**src/rtl/core/bbc_pkg.sv**
```systemverilog
// Shared types for the biconnected block counter: item structs, the command
// and status groups between controller and datapath, and default sizes.
// No dependencies.
`default_nettype none

package bbc_pkg;

    localparam int DEF_MAX_VERTICES = 64;
    localparam int DEF_MAX_EDGES    = 256;

    typedef struct packed {
        logic       func;
        logic [6:0] first_vertex;
        logic [6:0] second_vertex;
    } in_item_t;

    typedef struct packed {
        logic [6:0] block_vertices;
        logic [8:0] block_edges;
        logic       last_block;
        logic       input_dropped;
    } out_item_t;

    // Item function codes.
    localparam logic FUNC_EDGE = 1'b0;
    localparam logic FUNC_END  = 1'b1;

    // One strobe per controller step.
    typedef struct packed {
        logic idle;
        logic e_wra;
        logic e_wrb;
        logic init;
        logic nextv;
        logic open;
        logic scan;
        logic scan_w;
        logic chk;
        logic retreat;
        logic root_end;
        logic ret_p;
        logic close;
        logic pop_v;
        logic pop_r;
        logic close_end;
        logic emit;
        logic finish;
    } cmd_t;

    typedef struct packed {
        logic edge_ok;
        logic is_end;
        logic i_done;
        logic i_vis;
        logic pos_zero;
        logic w_out;
        logic w_new;
        logic root_end;
        logic has_nb;
        logic low_less;
        logic close_now;
        logic sp_zero;
        logic pop_hit;
        logic pend_wait;
        logic ret_scan;
    } status_t;

endpackage

`default_nettype wire

```
**src/rtl/core/bbc_ctrl.sv**
```systemverilog
// Sequencer for the biconnected block counter: edge loading steps and the
// depth-first search walk. Depends on bbc_pkg.
`default_nettype none

module bbc_ctrl (
    input  wire logic            clk,
    input  wire logic            rst_n,
    input  wire logic            in_valid,
    input  wire bbc_pkg::status_t st,
    output bbc_pkg::cmd_t        cmd
);
    import bbc_pkg::*;

    typedef enum logic [17:0] {
        S_IDLE      = 18'h00001,
        S_E_WRA     = 18'h00002,
        S_E_WRB     = 18'h00004,
        S_INIT      = 18'h00008,
        S_NEXTV     = 18'h00010,
        S_OPEN      = 18'h00020,
        S_SCAN      = 18'h00040,
        S_SCAN_W    = 18'h00080,
        S_CHK       = 18'h00100,
        S_RETREAT   = 18'h00200,
        S_ROOT_END  = 18'h00400,
        S_RET_P     = 18'h00800,
        S_CLOSE     = 18'h01000,
        S_POP_V     = 18'h02000,
        S_POP_R     = 18'h04000,
        S_CLOSE_END = 18'h08000,
        S_EMIT      = 18'h10000,
        S_FINISH    = 18'h20000
    } state_t;

    state_t state_reg;
    state_t state_next;

    always_comb
    begin
        state_next = state_reg;
        case (state_reg)
            S_IDLE:
            begin
                if (in_valid && st.is_end)
                    state_next = S_INIT;
                else if (in_valid && st.edge_ok)
                    state_next = S_E_WRA;
            end
            S_E_WRA:     state_next = S_E_WRB;
            S_E_WRB:     state_next = S_IDLE;
            S_INIT:      state_next = S_NEXTV;
            S_NEXTV:
            begin
                if (st.i_done)
                    state_next = S_FINISH;
                else if (!st.i_vis)
                    state_next = S_OPEN;
            end
            S_OPEN:      state_next = S_SCAN;
            S_SCAN:      state_next = st.pos_zero ? S_RETREAT : S_SCAN_W;
            S_SCAN_W:    state_next = st.w_out ? S_SCAN : S_CHK;
            S_CHK:       state_next = st.w_new ? S_OPEN : S_SCAN;
            S_RETREAT:   state_next = st.root_end ? S_ROOT_END : S_RET_P;
            S_ROOT_END:  state_next = st.has_nb ? S_NEXTV : S_EMIT;
            S_RET_P:
            begin
                if (!st.low_less && st.close_now)
                    state_next = S_CLOSE;
                else
                    state_next = S_SCAN;
            end
            S_CLOSE:     state_next = st.sp_zero ? S_CLOSE_END : S_POP_V;
            S_POP_V:     state_next = S_POP_R;
            S_POP_R:     state_next = st.pop_hit ? S_CLOSE_END : S_CLOSE;
            S_CLOSE_END: state_next = S_EMIT;
            S_EMIT:
            begin
                if (!st.pend_wait)
                    state_next = st.ret_scan ? S_SCAN : S_NEXTV;
            end
            S_FINISH:
            begin
                if (!st.pend_wait)
                    state_next = S_IDLE;
            end
            default:     state_next = S_IDLE;
        endcase
    end

    always_ff @(posedge clk or negedge rst_n)
    begin
        if (!rst_n)
        begin
            state_reg <= S_IDLE;
        end
        else
        begin
            state_reg <= state_next;
        end
    end

    assign cmd.idle      = (state_reg == S_IDLE);
    assign cmd.e_wra     = (state_reg == S_E_WRA);
    assign cmd.e_wrb     = (state_reg == S_E_WRB);
    assign cmd.init      = (state_reg == S_INIT);
    assign cmd.nextv     = (state_reg == S_NEXTV);
    assign cmd.open      = (state_reg == S_OPEN);
    assign cmd.scan      = (state_reg == S_SCAN);
    assign cmd.scan_w    = (state_reg == S_SCAN_W);
    assign cmd.chk       = (state_reg == S_CHK);
    assign cmd.retreat   = (state_reg == S_RETREAT);
    assign cmd.root_end  = (state_reg == S_ROOT_END);
    assign cmd.ret_p     = (state_reg == S_RET_P);
    assign cmd.close     = (state_reg == S_CLOSE);
    assign cmd.pop_v     = (state_reg == S_POP_V);
    assign cmd.pop_r     = (state_reg == S_POP_R);
    assign cmd.close_end = (state_reg == S_CLOSE_END);
    assign cmd.emit      = (state_reg == S_EMIT);
    assign cmd.finish    = (state_reg == S_FINISH);

endmodule

`default_nettype wire

```
**config.mk**
```make
export PLATFORM = sky130hd
export DESIGN_NAME = bbc_ctrl
export DESIGN_NICKNAME = d
export VERILOG_FILES = /design/src/rtl/core/bbc_pkg.sv /design/src/rtl/core/bbc_ctrl.sv
export SDC_FILE = /design/constraint.sdc
export NUM_CORES = 1
export LEC_CHECK = 0
export ABC_CLOCK_PERIOD_IN_PS = 4200
export BUFFER_PORTS_ARGS = -buffer_cell sky130_fd_sc_hd__buf_2
export CAP_MARGIN = 20
export CORE_ASPECT_RATIO = 0.75
export CORE_UTILIZATION = 55
export CTS_CLUSTER_SIZE = 40
export DETAILED_ROUTE_END_ITERATION = 7
export GPL_TIMING_DRIVEN = 0
export PLACE_DENSITY = 0.91
export SETUP_SLACK_MARGIN = 0.02
export SYNTH_ARGS = -nofsm -noshare
export SYNTH_HDL_FRONTEND = slang
export SYNTH_SLANG_ARGS = --single-unit
export TNS_END_PERCENT = 1
```
**constraint.sdc**
```tcl
create_clock -name clk -period 4.2 [get_ports clk]
set_input_delay 0.84 -clock clk [delete_from_list [all_inputs] [get_ports clk]]
set_output_delay 0.84 -clock clk [all_outputs]
set_load 0.03 [all_outputs]
```
# Word-level counts from Yosys, hierarchy flattened
# Index checks and enable logic that the tools add are counted.
[word_totals]
ff_bits = 18
inputBits = 18
out_inout_bits = 18
word_cells = 44
[op_classes]
n_mux = 16
eq_ne = 22
n_reduce_logical = 5
[ops]
columns = ["operator", "count"]
rows = [
  ["18-bit case mux with 17 select lines", 1],
  ["18-bit 2-to-1 mux", 6],
  ["16-bit 2-to-1 mux", 2],
  ["18-bit by 1-bit equality test with 1-bit output (second input constant)", 1],
  ["18-bit by 10-bit equality test with 1-bit output (second input constant)", 1],
  ["18-bit by 11-bit equality test with 1-bit output (second input constant)", 1],
  ["18-bit by 12-bit equality test with 1-bit output (second input constant)", 1],
  ["18-bit by 13-bit equality test with 1-bit output (second input constant)", 1],
  ["18-bit by 14-bit equality test with 1-bit output (second input constant)", 1],
  ["18-bit by 15-bit equality test with 1-bit output (second input constant)", 1],
  ["18-bit by 16-bit equality test with 1-bit output (second input constant)", 1],
  ["18-bit by 17-bit equality test with 1-bit output (second input constant)", 1],
  ["18-bit equality test (second input constant)", 1],
  ["18-bit by 2-bit equality test with 1-bit output (second input constant)", 1],
  ["18-bit by 3-bit equality test with 1-bit output (second input constant)", 1],
  ["18-bit by 4-bit equality test with 1-bit output (second input constant)", 1],
  ["18-bit by 5-bit equality test with 1-bit output (second input constant)", 1],
  ["18-bit by 6-bit equality test with 1-bit output (second input constant)", 1],
  ["18-bit by 7-bit equality test with 1-bit output (second input constant)", 1],
  ["18-bit by 8-bit equality test with 1-bit output (second input constant)", 1],
  ["18-bit by 9-bit equality test with 1-bit output (second input constant)", 1],
  ["17-bit 2-to-1 mux", 1],
  ["7-bit 2-to-1 mux", 2],
  ["13-bit 2-to-1 mux", 1],
  ["other kinds (9)", 12],
]

# Longest topological paths before layout
# Gate-level depths: netlist of run 1.
[depth]
word_depth = 4
ltp_mapped = 6
mapped_depth_nobuf = 5

# Worst setup path after synthesis of run 1
# OpenSTA, ideal clock, no wires.
[synth_timing]
kind = "flip-flop to output port"
start = "register state_reg[11]"
end = "output cmd[2] (netlist name)"
stages_incl_launch_ff = 5
slack_ns = 1.103
path_buffers = 1
t_arrival_ns = 2.257
required_ns = 3.360
cell_sequence = "dfrtp_1 buf_4 nor4_4 nand4_1 nor4b_1"
[synth_lines]
columns = ["item", "line", "rtl"]
rows = [
  ["start, declared", "bbc_ctrl.sv:35", "state_t state_reg;"],
  ["start signal, assigned", "bbc_ctrl.sv:98", "state_reg <= state_next;"],
  ["end, declared", "bbc_ctrl.sv:10", "output bbc_pkg::cmd_t cmd"],
]

==> results of run 1 <==
worst max-delay path, cell delays in order, from the launching register on:
cell and delay [ns]:
dfrtp_1 0.38, clkbuf_2 0.18, nor4_4 0.43, nand4_1 0.33, nor4b_1 0.64, buf_2 0.31
metal layers:
metal | routed length (um) | vias to the layer above | GRT usage [%] | share of wire [%]
met4 | 46 | 0 | 12.7 | 1.4
met5 | 0 | - | 0 | 0
met1 | 1260 | 551 | 34.5 | 39
met2 | 1690 | 41 | 53.6 | 53
met3 | 214 | 7 | 8.84 | 6.7
li1 | - | 550 | - | -
per-stage QoR:
stage / utilization, % / power (uW) / cell area, um^2 / worst slack [ns] / hold WS, ns
floorplan: - / 433 / 1250 / 1.10 / 0.544
finish: 72.3 / 618 / 1490 / 0.775 / 0.447
global route: 72.3 / 652 / 1490 / 0.648 / 0.469
detailed placement: 70.5 / 504 / 1460 / 1.20 / 0.627
global placement: 70.5 / 488 / 1460 / 1.35 / 0.599
CTS: 72.3 / 616 / 1490 / 0.830 / 0.451
power groups by stage:
stage / Sequential, uW / Clock, uW / Combinational [uW]
global route: 228 / 123 / 301
detailed placement: 228 / 0 / 276
CTS: 225 / 114 / 277
floorplan: 223 / 0 / 210
global placement: 226 / 0 / 262
finish: 225 / 112 / 281
layout make-up:
class,count,area (um^2),area share (%)
Buffer,4,21.3,1.42
Clock buffer,4,36.3,2.43
Inverter,6,22.5,1.51
Multi-Input combinational cell,96,757,50.7
Sequential cell,18,452,30.2
Tap cell,24,30.0,2.01
Timing Repair Buffer,35,175,11.7
worst min path at each step:
stage	start	endpoint	slack, ns	depth (start not counted)
global route	rst_n	state_reg[6]$_DFFE_PN0P_	0.47	1
global placement	state_reg[13]$_DFFE_PN0P_	state_reg[14]$_DFFE_PN0P_	0.60	1
detailed placement	state_reg[13]$_DFFE_PN0P_	state_reg[14]$_DFFE_PN0P_	0.63	1
CTS	rst_n	state_reg[7]$_DFFE_PN0P_	0.45	1
finish	rst_n	state_reg[9]$_DFFE_PN0P_	0.45	1
floorplan	rst_n	state_reg[10]$_DFFE_PN0P_	0.54	0
cell usage after synthesis (2+ instances only):
master    count
nand4_2       2
dfrtp_1      17
xor2_1        4
nor2b_1       4
a22o_1        2
nor2_1        9
a211oi_1      2
nor3_2        2
nand4_1       3
o21ai_0       3
and3_1        3
inv_1         6
a221oi_1      2
and2_1        2
nor3b_1       2
o22ai_1       4
nand2_1       6
nor3b_2       2
nor4_4        5
and2b_1       3
nor4_1        6
nand2b_1      4
nand3_1       2
nor4b_1       5
nor3_1        4
cells by family after synthesis:
| kind of cell | Yosys count | synth area share, % |
|---|---|---|
| and+or+nand+nor | 70 | 43.6 |
| AOI/OAI and AO/OA | 20 | 12.5 |
| DFF | 18 | 36.1 |
| buffers and inverters | 10 | 3.50 |
| xor gates and xnor gates | 5 | 3.50 |
| muxes | 1 | 0.899 |
cell usage in the layout, fill, tap and decap left out, drive strengths merged:
cell type  instances
nand3              2
nor3               6
nand2              6
nand4              5
or2b               1
nor4              11
a2111oi            1
and2               2
nor2b              4
o22ai              4
nand2b             4
a221o              1
and4               1
nor4b              6
mux2               1
and4bb             1
dfstp              1
o21ai              3
buf               37
and2b              3
a31oi              1
nor3b              4
o21ba              1
xor2               4
a22o               2
xnor2              1
or3                1
inv                6
dfrtp             17
a22oi              1
a211oi             2
nand4b             1
a221oi             2
a21o               1
clkbuf             6
o2bb2ai            1
and3               3
nor2               9
==> run metrics, run 1 <==
initial antenna violation count=0; Slew HR=between 50% and 60%; sequential share of power=between 30% and 40%; PostCTS Resize Cnt=0; fillers=between 150 and 200; sequential cell area fraction in the yosys report=a little over a third; Via density=between 6 and 7; worst r2r src=state_reg[6]$_DFFE_PN0P_; DP Cell Count=183; GPL Wtd Cong=roughly 0.84; FF-to-FF path depth=6; unrepaired setup endpoints after global routing=no; Async SR Flop Fraction=100%; total core area=2070 um^2; status=finished with violations; reg-to-reg slack, setup=between 1.5 and 2 ns; Fin Clk Skew=~0.0045 ns; clock-pin transition on the worst setup and hold timing paths=0.11 ns; fin crit period=between 3 and 4 ns; Post-CTS Setup Bufs=0; sw frac=42.8%; Worst EP required=around 3.4 ns; die area=roughly 2500 um^2; Clock power frac=between 15 and 20%; drt pass-1 iters=6; Post-synth EDFFs=0; Post-Syn Area=~1300 um^2; power density over the cells=slightly above 400 nW/um^2; syn nets=approximately 140; Die H=43.3 um; yosys warns=0; CTS root buf=clkbuf_4; Pint=353 uW; final setup violating endpoints=0; Final period util=approximately 82%; Synth Area per Inst=10.1 um^2; Clock Sinks=18; first-pass GRT wire length=around 5600 um; gr ovfl total=0; max-slew violations=0; Max FO, Critical Path=7; effective utilization at floorplan=~61%; Overall Global Routing Usage=30.3%; Worst Tran Pin Value=0.719 ns; fmax=roughly 0.29 GHz; Critical Path Source Type=register; clk buf depth=2; worst skew pair latency=0.31 ns; Ant. Diodes=0; H-Tree Depth=1; count of final hold-check violations=0; Max VDD drop=roughly 0.26 mV; DIE WIDTH=57.1 um; max reg flops=18; DRT iter0 DRCs=45; hpwl dp=2560 um; failing checks=DRC; antenna-violating nets left=0; CTS tree=done; synth unique cells=45; FF+latch count, synth=18; P_leak=0.000724 uW; FP Rows=14; largest net degree at the start of global routing=19; layout cells sized above 1=between 30% and 40%; FF-to-FF End=state_reg[5]$_DFFE_PN0P_; area grow syn2layout=19.3%; DRC viols=4; detailed-route wire length per cell=17.1 um; crit end category=output port; CTS Hold Buffers Added=0; Finished Layout Cells=~190; worst hold path type=input port to async pin; cell accounting for the most synthesized area=dfrtp_1; # port buffers=35; vias=1149; final WL=around 3200 um; ys flop type=dfrtp_1; # IOs=36; Worst setup endpoint=cmd[2]; Worst Path Class, Setup=register to output port; total CTS buffers=3; post-synth top area share=34.0%; switching pwr=265 uW; total negative slack=0 ns; Final nets=about 180; Setup crit start=state_reg[6]$_DFFE_PN0P_; max cap viols=0; vias in the first global route=around 1.2k; combinational share of power=45.5%; synthesized instance count=124; critical path arrival=roughly 2.6 ns; top cells by area, synth=dfrtp_1 34%, nor4_4 8.5%, nor4b_1 3.5%
Note: power is estimated with default switching activity, not from simulation.
==> run 2: changes to the inputs <==
- ABC_CLOCK_PERIOD_IN_PS: 4200 -> 3550
- CORE_UTILIZATION: 55 -> 51
- PLACE_DENSITY: 0.91 -> 0.86
- clock period: 4.2 -> 3.55 ns (I/O delays scaled with it)
==> run 2 against run 1 <==
Effect of this change:
- the flow now finishes without violations
- power rose by 17%
- first-iteration DRC count rose by 8.9%
- die area up 7.5%
- non-clock buffer count unchanged
- sequential share of layout area is 0.25 points lower
- design area up 0.84%
- combinational power is 14% higher
- clock skew grew 0.0053 ns
==> run metrics, run 2 (synthesis gave the netlist of run 1 again) <==
Final nets=182 (unchanged); max reg flops=18 (unchanged); area of the multi-input gates=757 um^2 (unchanged); crit end category=output port; total CTS buffers=3 (unchanged); fmax=0.316 GHz; Worst Tran Pin Value=0.757 ns (+0.0385 ns); layout cells sized above 1=36.8% (unchanged); status=completed; DP Worst Slack=0.812 ns (-0.386 ns); Bufs and invs on worst path=2 (unchanged); Overall Global Routing Usage=23.6% (-6.7 points); Via density=5.88 (-4.2%); PostCTS Resize Cnt=0 (unchanged); count of final hold-check violations=0 (unchanged); antenna-violating nets left=0 (unchanged); unrepaired setup endpoints after global routing=no; Cell Chain, Critical Path=buf_4 > nor4_4 > nand4_1 > nor4b_1 > buf_2; final WL=2920 um (-8.9%); CTS root buf=clkbuf_4; fillers=211 (+21%); DP Area=1470 um^2 (+0.86%); total negative slack=0 ns (unchanged); fin area=1510 um^2 (+0.84%); GPL Wtd Cong=0.783 (-6.9%); critical path arrival=2.46 ns (-0.12 ns); Fin Clk Skew=0.00975 ns (+0.00526 ns); Slew HR=49.1% (-2.6 points); first-pass GRT wire length=4600 um (-17%); most frequent cells in the layout=36 x buf_2, 17 x dfrtp_1, 9 x nor2_1; CP delay by family, top=simple AND/OR/NAND/NOR gates; drt pass-1 iters=4 (-2); Clock Sinks=18 (unchanged); Max VDD drop=0.361 mV (+37%); FF-to-FF path depth=6 (unchanged); detailed-route wire length per cell=14.8 um (-14%); power density over the cells=480 nW/um^2 (+16%); CP Depth=5 (unchanged); fin crit period=3.17 ns; Die H=44.9 um (+3.7%); commonest non-fill, non-tap cell in the layout=buf_2; vias=1159 (+0.87%); DIE WIDTH=59.2 um (+3.7%); worst hold slack=0.308 ns (-0.139 ns); CTS tree=done; crit-path max cell delay=0.60 ns (-0.04 ns); area grow syn2layout=20.3%; worst skew pair latency=0.31 ns (about the same); Finished Core Util=65.3% (-7.0 points); Register Area=452 um^2 (unchanged); Setup WS post-layout=0.383 ns (-0.392 ns); clock-pin transition on the worst setup and hold timing paths=0.11 ns (about the same); DRC viols=0 (-4); hpwl dp=2300 um (-10%); total core area=2310 um^2 (+12%); largest net degree at the start of global routing=19 (unchanged); clk buf depth=2 (unchanged); Worst EP required=2.84 ns (-0.52 ns); Ant. Diodes=0 (unchanged); # IOs=36 (unchanged); Max FO, Critical Path=8 (+1); DRT iter0 DRCs=49 (+8.9%); FP Rows=15 (+1); CTS Hold Buffers Added=0 (unchanged); CP max stage cell=nor4b_1; max-slew violations=0 (unchanged); P_leak=0.000724 uW (unchanged); max cap viols=0 (unchanged); worst hold path type=input port to async pin; # port buffers=35 (unchanged); H-Tree Depth=1 (unchanged); gr ovfl total=0 (unchanged); Worst Path Class, Setup=register to output port; Final period util=89.2%; final setup violating endpoints=0 (unchanged); Post-CTS Setup Bufs=0 (unchanged); Critical Path Source Type=register; vias in the first global route=1004 (-19%); initial antenna violation count=0 (unchanged); effective utilization at floorplan=54.3% (-6.3 points); die area=2660 um^2 (+7.5%)
-- run 2: cell counts in the layout (fill, tap and decap cells not counted) --
No cell type changed its count.
-- run 2: area by class of cell --
cell class	instances	area share, %
buffer	4	1.41
clock buffer	4	2.41
inverter	6	1.50
multi-input combinational	96	50.2
sequential	18	30.0
tap	34	2.82
timing repair buffer	35	11.6
-- run 2: through the flow --
stage	power (uW)	std cells
finish	723	197
global route	767	197
CTS	727	197
detailed placement	594	193
global placement	580	193
floorplan	512	124
-- run 2: report_power, final --
part           internal, uW  switching, uW
Combinational           128            193
Sequential              227           41.9
Clock                  62.7           70.4
Total                   418            305
-- run 2: worst register-to-register path, cell delays in order (launching register included) --
cell       delay, ns
dfrtp_1         0.38
buf_4           0.16
nor4_4          0.39
nand4_2         0.30
a2111oi_0       0.41
nor4_1          0.19
o21ba_2         0.23
-- run 2: layer usage --
metal,share of wire (%),track usage [%],vias to the layer above
li1,-,-,554
met1,45,31.5,561
met2,48,38.7,40
met3,6.2,6.02,4
met4,0.62,5.71,0
met5,0,0,-
-- run 2: path summary, 6_finish.rpt --
path	slack, ns	startpoint	end
setup / recovery	0.38	state_reg[11]$_DFFE_PN0P_	cmd[2]
hold / removal	0.31	rst_n	state_reg[15]$_DFFE_PN0P_
setup reg to reg	1.41	state_reg[11]$_DFFE_PN0P_	state_reg[0]$_DFFE_PN1P_
hold reg to reg	0.65	state_reg[13]$_DFFE_PN0P_	state_reg[14]$_DFFE_PN0P_
max in group asynchronous	2.90	rst_n	state_reg[0]$_DFFE_PN1P_
min in group clk	0.54	st[7]	state_reg[11]$_DFFE_PN0P_
